$ cat src/hw/rtl/dtfr_pkg.sv
// Shared types, sizes and display command codes of the dirty tracking frame refresh core.
package dtfr_pkg;

	localparam int COLUMNS = 128;
	localparam int PAGES   = 8;

	// Dirty marks are kept in words of DIRTY_W columns so that a scan tests many at once.
	localparam int DIRTY_W = 16;
	localparam int BIT_W   = $clog2(DIRTY_W);
	localparam int WPP     = (COLUMNS + DIRTY_W - 1) / DIRTY_W;
	localparam int COL_W   = $clog2(COLUMNS);
	localparam int PAGE_W  = (PAGES > 1) ? $clog2(PAGES) : 1;
	localparam int WRD_W   = (WPP > 1) ? $clog2(WPP) : 1;
	localparam int FA_W    = PAGE_W + COL_W;
	localparam int DA_W    = PAGE_W + WRD_W;
	localparam int FDEPTH  = 1 << FA_W;
	localparam int DDEPTH  = 1 << DA_W;
	localparam int SCAN_N  = PAGES * WPP + 1;
	localparam int SCNT_W  = $clog2(SCAN_N);

	localparam logic [7:0] PAGE_CMD   = 8'hb0;
	localparam logic [7:0] COL_HI_CMD = 8'h10;
	localparam logic [7:0] LO_MASK    = 8'h0f;
	localparam logic [7:0] HI_MASK    = 8'hf0;

	typedef enum logic [1:0] {
		ACT_DRAW    = 2'd0,
		ACT_WRITE   = 2'd1,
		ACT_CLEAR   = 2'd2,
		ACT_REFRESH = 2'd3
	} action_t;

	typedef enum logic [2:0] {
		OUT_PAGE,
		OUT_HI,
		OUT_LO,
		OUT_DATA,
		OUT_DONE
	} out_kind_t;

	typedef struct packed {
		logic [1:0] action;
		logic [7:0] x;
		logic [7:0] y;
		logic       pixel_on;
		logic [2:0] page;
		logic [7:0] byte_value;
	} item_t;

	typedef struct packed {
		logic      take_item;
		logic      sweep_step;
		logic      sweep_dirty;
		logic      frm_rd;
		logic      frm_wr;
		logic      scan_start;
		logic      scan_rd;
		logic      scan_eval;
		logic      scan_next;
		logic      hit_rd;
		logic      out_load;
		out_kind_t out_sel;
		logic      done_upd;
	} dtfr_cmd_t;

	typedef struct packed {
		action_t act;
		logic    in_range;
		logic    differs;
		logic    hit;
		logic    scan_end;
		logic    sweep_end;
		logic    page_needed;
		logic    out_free;
	} dtfr_stat_t;

endpackage

$ cat src/hw/rtl/dtfr_ctrl.sv
// Controller state machine that sequences draw, write, clear and refresh work.
module dtfr_ctrl import dtfr_pkg::*; (
	input  logic       clk,
	input  logic       arst_n,
	input  logic       in_valid,
	output logic       in_ready,
	input  dtfr_stat_t stat,
	output dtfr_cmd_t  cmd
);

	typedef enum logic [3:0] {
		S_INIT,
		S_IDLE,
		S_DECODE,
		S_FRM_RD,
		S_MODIFY,
		S_SWEEP,
		S_SCAN_START,
		S_SCAN_RD,
		S_SCAN_EV,
		S_HIT_RD,
		S_EMIT_PG,
		S_EMIT_HI,
		S_EMIT_LO,
		S_EMIT_DATA,
		S_DONE
	} state_t;

	state_t state_q;
	state_t state_d;

	assign in_ready = (state_q == S_IDLE);

	always_comb begin
		cmd     = '0;
		cmd.out_sel = OUT_PAGE;
		state_d = state_q;
		unique case (state_q)
			S_INIT: begin
				cmd.sweep_step  = 1'b1;
				cmd.sweep_dirty = 1'b0;
				if (stat.sweep_end) state_d = S_IDLE;
			end
			S_IDLE: begin
				cmd.take_item = in_valid;
				if (in_valid) state_d = S_DECODE;
			end
			S_DECODE: begin
				unique case (stat.act) inside
					ACT_DRAW, ACT_WRITE: state_d = stat.in_range ? S_FRM_RD : S_IDLE;
					ACT_CLEAR:           state_d = S_SWEEP;
					ACT_REFRESH:         state_d = S_SCAN_START;
					default:             state_d = S_IDLE;
				endcase
			end
			S_FRM_RD: begin
				cmd.frm_rd = 1'b1;
				state_d    = S_MODIFY;
			end
			S_MODIFY: begin
				// A draw always marks its byte; a write only when the byte changes.
				cmd.frm_wr = (stat.act == ACT_DRAW) || stat.differs;
				state_d    = S_IDLE;
			end
			S_SWEEP: begin
				cmd.sweep_step  = 1'b1;
				cmd.sweep_dirty = 1'b1;
				if (stat.sweep_end) state_d = S_IDLE;
			end
			S_SCAN_START: begin
				cmd.scan_start = 1'b1;
				state_d        = S_SCAN_RD;
			end
			S_SCAN_RD: begin
				cmd.scan_rd = 1'b1;
				state_d     = S_SCAN_EV;
			end
			S_SCAN_EV: begin
				cmd.scan_eval = 1'b1;
				if (stat.hit) begin
					state_d = S_HIT_RD;
				end else if (stat.scan_end) begin
					state_d = S_DONE;
				end else begin
					cmd.scan_next = 1'b1;
					state_d       = S_SCAN_RD;
				end
			end
			S_HIT_RD: begin
				cmd.hit_rd = 1'b1;
				state_d    = stat.page_needed ? S_EMIT_PG : S_EMIT_HI;
			end
			S_EMIT_PG: begin
				cmd.out_sel  = OUT_PAGE;
				cmd.out_load = stat.out_free;
				if (stat.out_free) state_d = S_EMIT_HI;
			end
			S_EMIT_HI: begin
				cmd.out_sel  = OUT_HI;
				cmd.out_load = stat.out_free;
				if (stat.out_free) state_d = S_EMIT_LO;
			end
			S_EMIT_LO: begin
				cmd.out_sel  = OUT_LO;
				cmd.out_load = stat.out_free;
				if (stat.out_free) state_d = S_EMIT_DATA;
			end
			S_EMIT_DATA: begin
				cmd.out_sel  = OUT_DATA;
				cmd.out_load = stat.out_free;
				if (stat.out_free) state_d = S_IDLE;
			end
			S_DONE: begin
				cmd.out_sel  = OUT_DONE;
				cmd.out_load = stat.out_free;
				cmd.done_upd = stat.out_free;
				if (stat.out_free) state_d = S_IDLE;
			end
			default: state_d = S_IDLE;
		endcase
	end

	always_ff @(posedge clk or negedge arst_n) begin
		if (!arst_n) begin
			state_q <= S_INIT;
		end else begin
			state_q <= state_d;
		end
	end

endmodule

$ cat config.mk
export PLATFORM = sky130hd
export DESIGN_NAME = dtfr_ctrl
export DESIGN_NICKNAME = d
export VERILOG_FILES = /design/src/hw/rtl/dtfr_pkg.sv /design/src/hw/rtl/dtfr_ctrl.sv
export SDC_FILE = /design/constraint.sdc
export NUM_CORES = 1
export LEC_CHECK = 0
export ABC_AREA = 1
export BUFFER_PORTS_ARGS = -buffer_cell sky130_fd_sc_hd__buf_4
export CORE_MARGIN = 1.5
export CORE_UTILIZATION = 39
export CTS_CLUSTER_SIZE = 10
export DETAILED_ROUTE_END_ITERATION = 6
export GPL_ROUTABILITY_DRIVEN = 1
export PLACE_DENSITY = 0.8
export SYNTH_ARGS = -nofsm -noshare
export SYNTH_HDL_FRONTEND = slang
export SYNTH_SLANG_ARGS = --single-unit
export TNS_END_PERCENT = 20
$ cat constraint.sdc
create_clock -name clk -period 1.15 [get_ports clk]
set_input_delay 0.0575 -clock clk [delete_from_list [all_inputs] [get_ports clk]]
set_output_delay 0.0575 -clock clk [all_outputs]
set_load 0.02 [all_outputs]
==> results.json, run 1 <==
{
  "status": "stopped before the end",
  "stop_stage": "global routing (5_1_grt)",
  "first-error": "[ERROR DPL-0033] detailed placement checks failed during check placement.",
  "synth-async-reset-ratio": 1.00,
  "htree_levels": 1,
  "ios": 28,
  "die_h_um": 40.7,
  "netlist_top_cells_count": "nand2_1, nor2_1, inv_1",
  "ys_seq_elements": 4,
  "yosysWarnings": 0,
  "clockBufferDepth": 2,
  "synth_enable_flop_cells": 0,
  "gp_congestion": 0.919,
  "row_count": 13,
  "cts_root_buf": "clkbuf_4",
  "hpwl_um": 1650,
  "synth_top_area_cell": "nand2_1",
  "yosys-top-cells-area": "nand2_1, dfrtp_1, nor2_1, inv_1, nand3_1",
  "worstEndpointGrtRepair": "cmd[9]",
  "cts-buffers-inserted": 3,
  "synth.avg_cell_area_um2": 5.05,
  "synthDominantCellAreaShare": 0.270,
  "die_width_um": 40.7,
  "synthMostInstantiatedCell": "nand2_1",
  "syn-num-nets": 122,
  "io_buffers": 27,
  "netlist-cell-type-count": 17,
  "clock-sinks": 4,
  "grt_max_degree": 9,
  "synth-seq-area-share": 0.180,
  "syn-cell-area_um2": 556,
  "synthCells": 110,
  "ys.flop_type": "dfrtp_1",
  "grt_antenna_before_repair": 0,
  "start_util": 0.422,
  "worst_endpoint_kind": "top-level output"
}
==> per-stage QoR <==
stage / setup WS (ns) / hold WS [ns] / util / cell area (um2) / instances
4_1_cts: -0.276 / 0.143 / 0.873 / 1150 / 180
3_5_place_dp: -0.337 / -0.142 / 0.730 / 962 / 172
3_3_place_gp: -0.274 / -0.145 / 0.730 / 962 / 172
2_1_floorplan: -0.0901 / -0.238 / - / 594 / 110
==> logic make-up after synthesis <==
logic type,Yosys count,share of synthesized area
buffers and inverters,22,0.162
flip-flops,4,0.180
AND/OR/NAND/NOR,76,0.579
AO/OA/AOI/OAI,8,0.0788
==> what timing repair did <==
item | CTS
setup endpoints to repair | 20
pin swaps | 3
buffers inserted | 3
resized for setup | 39
hold endpoints to repair | 4
hold buffers | 1
==> inputs of run 2 (changes only) <==
--- a/config.mk
+++ b/config.mk
@@ -7,12 +7,11 @@
 export LEC_CHECK = 0
 export ABC_AREA = 1
 export BUFFER_PORTS_ARGS = -buffer_cell sky130_fd_sc_hd__buf_4
-export CORE_MARGIN = 1.5
-export CORE_UTILIZATION = 39
-export CTS_CLUSTER_SIZE = 10
+export CORE_AREA = 2 2 63 65
 export DETAILED_ROUTE_END_ITERATION = 6
+export DIE_AREA = 0 0 65 67
 export GPL_ROUTABILITY_DRIVEN = 1
-export PLACE_DENSITY = 0.8
+export PLACE_DENSITY_LB_ADDON = 0.15
 export SYNTH_ARGS = -nofsm -noshare
 export SYNTH_HDL_FRONTEND = slang
 export SYNTH_SLANG_ARGS = --single-unit
==> constraint.sdc (replaced) <==
create_clock -name clk -period 1.5 [get_ports clk]
set_input_delay 0.075 -clock clk [delete_from_list [all_inputs] [get_ports clk]]
set_output_delay 0.075 -clock clk [all_outputs]
set_load 0.02 [all_outputs]
==> results.json, run 2 <==
{
  "status": "complete, no violations",
  "drtIter0Drc": 23,
  "fmax_ghz": 0.714,
  "worstSetupPathType": "flop to output port",
  "grt.overflow.total": 0,
  "synthDominantCellAreaShare": 0.270,
  "die_width_um": 65,
  "postLayoutCoreUtil": 0.246,
  "nets": 157,
  "viasPerCell": 3.86,
  "max_flop_register": "state_q",
  "total_power_mw": 1.31,
  "multi_input_area_um2": 370,
  "cts_root_buf": "clkbuf_8",
  "cts_tree": "built",
  "via_count": 738,
  "synth-async-reset-ratio": 1.00,
  "yosys-top-cells-area": "nand2_1, dfrtp_1, nor2_1, inv_1, nand3_1",
  "synth_top_area_cell": "nand2_1",
  "netlist_top_cells_count": "nand2_1, nor2_1, inv_1",
  "post-route-min-period_ns": 1.40,
  "cp-end-kind": "output port",
  "crit_path_top_delay_cell": "dfrtp_1",
  "grt_max_degree": 10,
  "gp_congestion": 0.744,
  "slowest_delay_ns": 0.45,
  "skew_ns": 0.00226,
  "io_buffers": 27,
  "crit_arrival_ns": 1.33,
  "clockBufferDepth": 2,
  "synth.avg_cell_area_um2": 5.05,
  "netlist-cell-type-count": 17,
  "dpl.cell_count": 187,
  "rsz0062_at_grt": "true",
  "final_area_um2": 888,
  "hpwl_um": 1600,
  "first_pass_iters": 4,
  "largestRegisters": "state_q x4",
  "drc": 0,
  "syn-num-nets": 122,
  "max_slew_margin": 0.798,
  "clock-sinks": 4,
  "crit_chain": "nor2_1 > nand2_1 > nor2_1 > buf_4",
  "grt_first_pass_wirelength_um": 2840,
  "synthCells": 110,
  "start_util": 0.154,
  "layout_common_cells": "nand2_1, buf_4, nor2_1",
  "synthMostInstantiatedCell": "nand2_1",
  "htree_levels": 1,
  "area_growth_syn_to_layout_pct": 59.9,
  "leakagePower_nw": 0.549,
  "vdd_drop_max_v": 0.000501,
  "cp_max_fo": 7,
  "cpMostUsedCell": "nor2_1",
  "postCtsSetupBuffers": 0,
  "final_common_cell": "nand2_1",
  "die_h_um": 67,
  "place_area_um2": 830,
  "startpoint_type": "flop",
  "hold_viol": 0,
  "drive_gt1_frac": 0.357,
  "syn-cell-area_um2": 556,
  "drt-total-wl_um": 1800,
  "crit_required_ns": 1.42,
  "clock_latency_ns": 0.21,
  "min_path_type": "input pin to asynchronous set/reset pin",
  "ff_latch_area_um2": 103,
  "antenna_cells": 0,
  "track_usage": 0.0873,
  "largest_register_ffs": 4,
  "cts-buffers-inserted": 3,
  "nFillCells": 430,
  "reg2regPathDepth": 9,
  "yosysWarnings": 0,
  "ios": 28,
  "crit_cells": 4,
  "ant_nets": 0,
  "grt_antenna_before_repair": 0,
  "worst_pin_slew_ns": 0.304,
  "maxSlewViolCount": 0,
  "setup_violations": 0,
  "ys_seq_elements": 4,
  "synth-seq-area-share": 0.180,
  "ys.flop_type": "dfrtp_1",
  "wire_per_inst_um": 9.45,
  "clk_pin_slew_ns": 0.03,
  "critPathBufInv": 1,
  "crit_family": "simple AND/OR/NAND/NOR gates",
  "synth_enable_flop_cells": 0,
  "dieArea_um2": 4360,
  "final_cells": 191,
  "coreArea_um2": 3610,
  "power-per-cell-area_nw_per_um2": 1480,
  "first_global_vias": 690,
  "cap_violations": 0,
  "row_count": 22,
  "period_share": 0.934
}
## run 2: cell counts after synthesis
No cell type changed its count.
## run 2: per-layer routing
metal / track usage / vias up / wire, um
met5: 0 / - / 0
met4: 0.0346 / 0 / 0
met3: 0.0253 / 0 / 59
met2: 0.164 / 11 / 944
met1: 0.0907 / 329 / 800
li1: - / 398 / -
## run 2: kinds of logic after synthesis
kind of cell           Yosys count  synth area share
and+or+nand+nor                 76             0.579
buffers and inverters           22             0.162
AOI/OAI and AO/OA                8            0.0788
DFF                              4             0.180
## run 2: stage by stage
step | hold slack, ns | setup WS [ns] | setup TNS (ns)
floorplan | -0.221 | 0.124 | 0
global placement | -0.126 | 0.0756 | 0
detailed placement | -0.125 | 0.0928 | 0
CTS | 0.189 | 0.0189 | 0
global route | 0.189 | -0.00487 | -0.00487
finish | 0.191 | 0.0993 | 0
## run 2: worst paths after layout
path,startpoint,endpoint,slack [ns]
min,arst_n,state_q[2],0.19
min in group clk,stat[0],state_q[3],0.24
max,state_q[0],cmd[6],0.1
max in group asynchronous,arst_n,state_q[1],1.19
min reg2reg,state_q[1],state_q[1],0.60
max reg2reg,state_q[3],state_q[1],0.11
## run 2: where the power goes
group	internal [mW]	leakage, nW	switching [mW]
logic	0.314	0.479	0.535
registers	0.153	0.0489	0.0867
clock network	0.171	0.0216	0.0513
total	0.637	0.549	0.673
## run 2: final cells by class
class	count	area share
clock buffer	3	0.0465
inverter	21	0.0887
timing repair buffer	31	0.265
multi-input combinational	84	0.417
sequential	4	0.115
tap	48	0.0676
## run 2: timing repair
item,4_1_cts,5_1_grt
hold endpoints to repair,4,0
hold buffers,1,0
endpoints found under the setup margin,0,7
resized for setup,0,4
Note: power is estimated with default switching activity, not from simulation.
==> inputs of run 3 (changes only) <==
--- a/config.mk
+++ b/config.mk
@@ -7,11 +7,12 @@
 export LEC_CHECK = 0
 export ABC_AREA = 1
 export BUFFER_PORTS_ARGS = -buffer_cell sky130_fd_sc_hd__buf_4
-export CORE_AREA = 2 2 63 65
+export CORE_AREA = 5 5 66 68
 export DETAILED_ROUTE_END_ITERATION = 6
-export DIE_AREA = 0 0 65 67
+export DIE_AREA = 0 0 71 73
 export GPL_ROUTABILITY_DRIVEN = 1
 export PLACE_DENSITY_LB_ADDON = 0.15
+export RECOVER_POWER = 50
 export SYNTH_ARGS = -nofsm -noshare
 export SYNTH_HDL_FRONTEND = slang
 export SYNTH_SLANG_ARGS = --single-unit
==> results.json, run 3 (same netlist as run 2, synthesis figures left out) <==
{
  "status": "complete, no violations",
  "via_count": 733,
  "final_cells": 193,
  "grt_max_degree": 9,
  "drc": 0,
  "crit_required_ns": 1.42,
  "die_width_um": 71,
  "final_common_cell": "nand2_1",
  "io_buffers": 27,
  "min_path_type": "input pin to flop",
  "drive_gt1_frac": 0.336,
  "pre_cts_ws_ns": 0.0840,
  "fin_setup_tns_ns": 0,
  "clock_latency_ns": 0.22,
  "power-per-cell-area_nw_per_um2": 1490,
  "cap_violations": 0,
  "cts-buffers-inserted": 3,
  "area_growth_syn_to_layout_pct": 58.8,
  "drt-total-wl_um": 1890,
  "clockBufferDepth": 2,
  "final_area_um2": 882,
  "max_slew_margin": 0.818,
  "gp_congestion": 0.792,
  "first_global_vias": 733,
  "dpl.cell_count": 189,
  "worstSetupPathType": "flop to output port",
  "cts_tree": "built",
  "grt_first_pass_wirelength_um": 3300,
  "clk_pin_slew_ns": 0.03,
  "grt_antenna_before_repair": 0,
  "drtIter0Drc": 13,
  "place_area_um2": 832,
  "ant_nets": 0,
  "nets": 157,
  "period_share": 0.925,
  "dieArea_um2": 5180,
  "antenna_cells": 0,
  "cp_max_fo": 7,
  "start_util": 0.146,
  "startpoint_type": "flop",
  "maxSlewViolCount": 0,
  "setup_violations": 0,
  "vdd_drop_max_v": 0.000286,
  "nFillCells": 469,
  "ios": 28,
  "rsz0062_at_grt": "false",
  "viasPerCell": 3.80,
  "clock-sinks": 4,
  "worst_pin_slew_ns": 0.274,
  "coreArea_um2": 3800,
  "skew_ns": 0.00241,
  "max_flop_register": "state_q",
  "htree_levels": 1,
  "layout_setup_ws_ns": 0.112,
  "fmax_ghz": 0.720,
  "hold_viol": 0,
  "crit_arrival_ns": 1.31,
  "post-route-min-period_ns": 1.39,
  "track_usage": 0.0806,
  "wire_per_inst_um": 9.81,
  "row_count": 23,
  "grt.overflow.total": 0,
  "layout_common_cells": "nand2_1, buf_4, nor2_1",
  "leakagePower_nw": 0.536,
  "hpwl_um": 1690,
  "cts_root_buf": "clkbuf_8",
  "first_pass_iters": 4,
  "largest_register_ffs": 4,
  "largestRegisters": "state_q x4",
  "die_h_um": 73,
  "cp-end-kind": "output port"
}
[run 3: cell types whose count changed in the layout (fill, tap and decap cells not counted)]
cell and delta:
buf_4 -4, clkbuf_1 +3, clkbuf_2 +1, nor2_2 -1
nor2_4 +1
[run 3: layout make-up]
class / instances / area [um2] / area share
Timing Repair Buffer: 31 / 221 / 0.251
Inverter: 21 / 78.8 / 0.0894
Tap cell: 50 / 62.6 / 0.0709
Multi-Input combinational cell: 84 / 375 / 0.426
Sequential cell: 4 / 103 / 0.116
Clock buffer: 3 / 41.3 / 0.0468
[run 3: where the power goes]
group          internal [mW]  switching (mW)  leakage (nW)  total (mW)
Sequential             0.154          0.0929        0.0490       0.247
Clock                  0.171          0.0539        0.0216       0.225
Combinational          0.313           0.532         0.466       0.844
[run 3: path summary, 6_finish.rpt]
check / from / end / slack (ns) / depth (start not counted)
min in group asynchronous: arst_n / state_q[0] / 0.23 / 2
min: stat[0] / state_q[3] / 0.20 / 4
max in group asynchronous: arst_n / state_q[1] / 1.07 / 2
max reg2reg: state_q[2] / state_q[1] / 0.17 / 8
min reg2reg: state_q[2] / state_q[2] / 0.65 / 2
max: state_q[0] / cmd[7] / 0.11 / 4
[run 3: layer usage]
layer | GRT usage | up-vias | wire length (um)
li1 | - | 397 | -
met1 | 0.0907 | 318 | 792
met2 | 0.139 | 16 | 949
met3 | 0.0331 | 2 | 143
met4 | 0.0251 | 0 | 8
met5 | 0 | - | 0
[run 3: per-stage QoR]
stage / utilization / power [mW] / hold slack (ns)
2_1_floorplan: - / 0.812 / -0.221
3_3_place_gp: 0.219 / 1.11 / -0.124
3_5_place_dp: 0.219 / 1.09 / -0.124
4_1_cts: 0.233 / 1.33 / 0.199
5_1_grt: 0.232 / 1.46 / 0.228
6_report: 0.232 / 1.32 / 0.195
[run 3: critical path, cell delays in order, from the launching register on]
cell      delay, ns
dfrtp_1        0.45
inv_2          0.12
nand2_1        0.09
nor2_1         0.17
clkbuf_1       0.26
[run 3: repair_timing]
action | 4_1_cts | 5_1_grt
hold buffers | 1 | 0
setup buffers | 0 | 0
setup endpoints to repair | 0 | 9
gates resized for setup | 0 | 5
endpoints found under the hold margin | 4 | 0
==> inputs of run 4 (changes only) <==
==> constraint.sdc (replaced) <==
create_clock -name clk -period 1.5 [get_ports clk]
set_input_delay 0.15 -clock clk [delete_from_list [all_inputs] [get_ports clk]]
set_output_delay 0.15 -clock clk [all_outputs]
set_load 0.02 [all_outputs]
==> results.json, run 4 (same netlist as run 2, synthesis figures left out) <==
{
  "cts_root_buf": "clkbuf_8",
  "pre_cts_ws_ns": 0.0840,
  "grt.busiest_layer": "met2",
  "ios": 28,
  "cap_violations": 0,
  "nets": 157,
  "coreArea_um2": 3800,
  "power-per-cell-area_nw_per_um2": 1490,
  "layout_setup_ws_ns": 0.0850,
  "row_count": 23,
  "first_pass_iters": 4,
  "met2_usage": 0.143,
  "wire_per_inst_um": 9.73,
  "hpwl_um": 1690,
  "clock-sinks": 4,
  "cts_tree": "built",
  "ant_nets": 0,
  "cts-buffers-inserted": 3,
  "grt_antenna_before_repair": 0,
  "globalRouteMet1Util": 0.0899,
  "swShare": 0.510,
  "via_count": 736,
  "clockBufferDepth": 2,
  "postLayoutCoreUtil": 0.236,
  "start_util": 0.146,
  "critPathBufInv": 3,
  "fmax_ghz": 0.707,
  "grtUsageMet3": 0.0331,
  "io_buffers": 27,
  "drc": 0,
  "crit_family": "flip-flops",
  "worstSetupPathType": "flop to output port",
  "grt_max_degree": 9,
  "die_h_um": 73,
  "clk_pin_slew_ns": 0.03,
  "vdd_drop_max_v": 0.000287,
  "setup_violations": 0,
  "clock_latency_ns": 0.22,
  "maxSlewViolCount": 0,
  "viasPerCell": 3.81,
  "layout_common_cells": "nand2_1, buf_4, nor2_1",
  "final_common_cell": "nand2_1",
  "hold_viol": 0,
  "combPwrFrac": 0.643,
  "max_flop_register": "state_q",
  "seq_power_share": 0.189,
  "first_global_vias": 745,
  "worst_pin_slew_ns": 0.221,
  "grt_first_pass_wirelength_um": 3330,
  "largestRegisters": "state_q x4",
  "leakagePower_nw": 0.541,
  "post-route-min-period_ns": 1.41,
  "cp-end-kind": "output port",
  "clkPwrFrac": 0.169,
  "drtIter0Drc": 12,
  "htree_levels": 1,
  "startpoint_type": "flop",
  "drt-total-wl_um": 1880,
  "rsz0062_at_grt": "true",
  "largest_register_ffs": 4,
  "area_growth_syn_to_layout_pct": 61.5,
  "grt.overflow.total": 0,
  "max_slew_margin": 0.853,
  "crit_path_top_delay_cell": "dfrtp_2",
  "gp_congestion": 0.792,
  "crit_chain": "clkinv_1 > nor2_2 > nand2_1 > inv_1 > buf_4",
  "track_usage": 0.0814,
  "cp_max_fo": 8,
  "crit_required_ns": 1.35,
  "drive_gt1_frac": 0.371,
  "crit_arrival_ns": 1.26,
  "min_path_type": "input pin to flop",
  "internal_power_mw": 0.653,
  "die_width_um": 71,
  "power.switching_mw": 0.680,
  "slowest_delay_ns": 0.44,
  "status": "complete, no violations",
  "antenna_cells": 0,
  "dieArea_um2": 5180,
  "period_share": 0.943,
  "skew_ns": 0.00243
}
-- run 4: cell types whose count changed in the layout (fill, tap and decap cells not counted) --
cell | before | now
o21ai_0 | 5 | 6
nor2_2 | 2 | 3
clkbuf_2 | 1 | 0
buf_4 | 26 | 29
dfrtp_2 | 2 | 4
o21ai_1 | 1 | 0
clkbuf_1 | 3 | 1
nor2_1 | 19 | 18
dfrtp_1 | 2 | 0
-- run 4: timing repair --
item                                    in CTS  in global routing
hold buffers                                 1                  0
setup buffers                                0                  0
gates resized for setup                      2                  6
pin swaps                                    0                  1
hold endpoints to repair                     4                  0
endpoints found under the setup margin       4                 13
-- run 4: power groups by stage --
stage	Combinational [mW]	Clock [mW]	Sequential [mW]
floorplan	0.616	0	0.196
global placement	0.876	0	0.233
detailed placement	0.861	0	0.232
CTS	0.868	0.236	0.237
global route	0.970	0.247	0.262
finish	0.857	0.225	0.252
-- run 4: area by class of cell --
class | instances | area, um2
Timing Repair Buffer | 31 | 231
Inverter | 21 | 78.8
Tap cell | 50 | 62.6
Fill cell | 466 | 2900
Sequential cell | 4 | 105
Clock buffer | 3 | 41.3
Multi-Input combinational cell | 84 | 378
-- run 4: worst paths after layout --
kind / slack [ns] / cells after the start / startpoint / endpoint
min: 0.29 / 4 / stat[0] / state_q[3]
max reg2reg: 0.18 / 8 / state_q[2] / state_q[1]
max: 0.09 / 5 / state_q[1] / cmd[9]
max in group asynchronous: 0.99 / 2 / arst_n / state_q[3]
min reg2reg: 0.61 / 2 / state_q[0] / state_q[0]
min in group asynchronous: 0.30 / 2 / arst_n / state_q[2]
-- run 4: routing by layer --
metal	share of wire	wire, um
met3	0.080	151
met2	0.50	945
met5	0	0
met4	0.0043	8
met1	0.41	771
-- run 4: metrics by stage --
stage / TNS [ns] / power (mW) / std cells / hold slack, ns / cell area [um2]
6_report: 0 / 1.33 / 193 / 0.291 / 897
2_1_floorplan: 0 / 0.812 / 110 / -0.146 / 556
5_1_grt: -0.0684 / 1.48 / 193 / 0.329 / 897
3_3_place_gp: 0 / 1.11 / 189 / -0.0495 / 832
4_1_cts: -0.00986 / 1.34 / 193 / 0.274 / 890
3_5_place_dp: 0 / 1.09 / 189 / -0.0491 / 832
-- run 4: worst min-delay path, cell delays in order --
cell     delay (ns)
buf_4          0.08
inv_1          0.04
nand2_1        0.09
o21ai_0        0.09
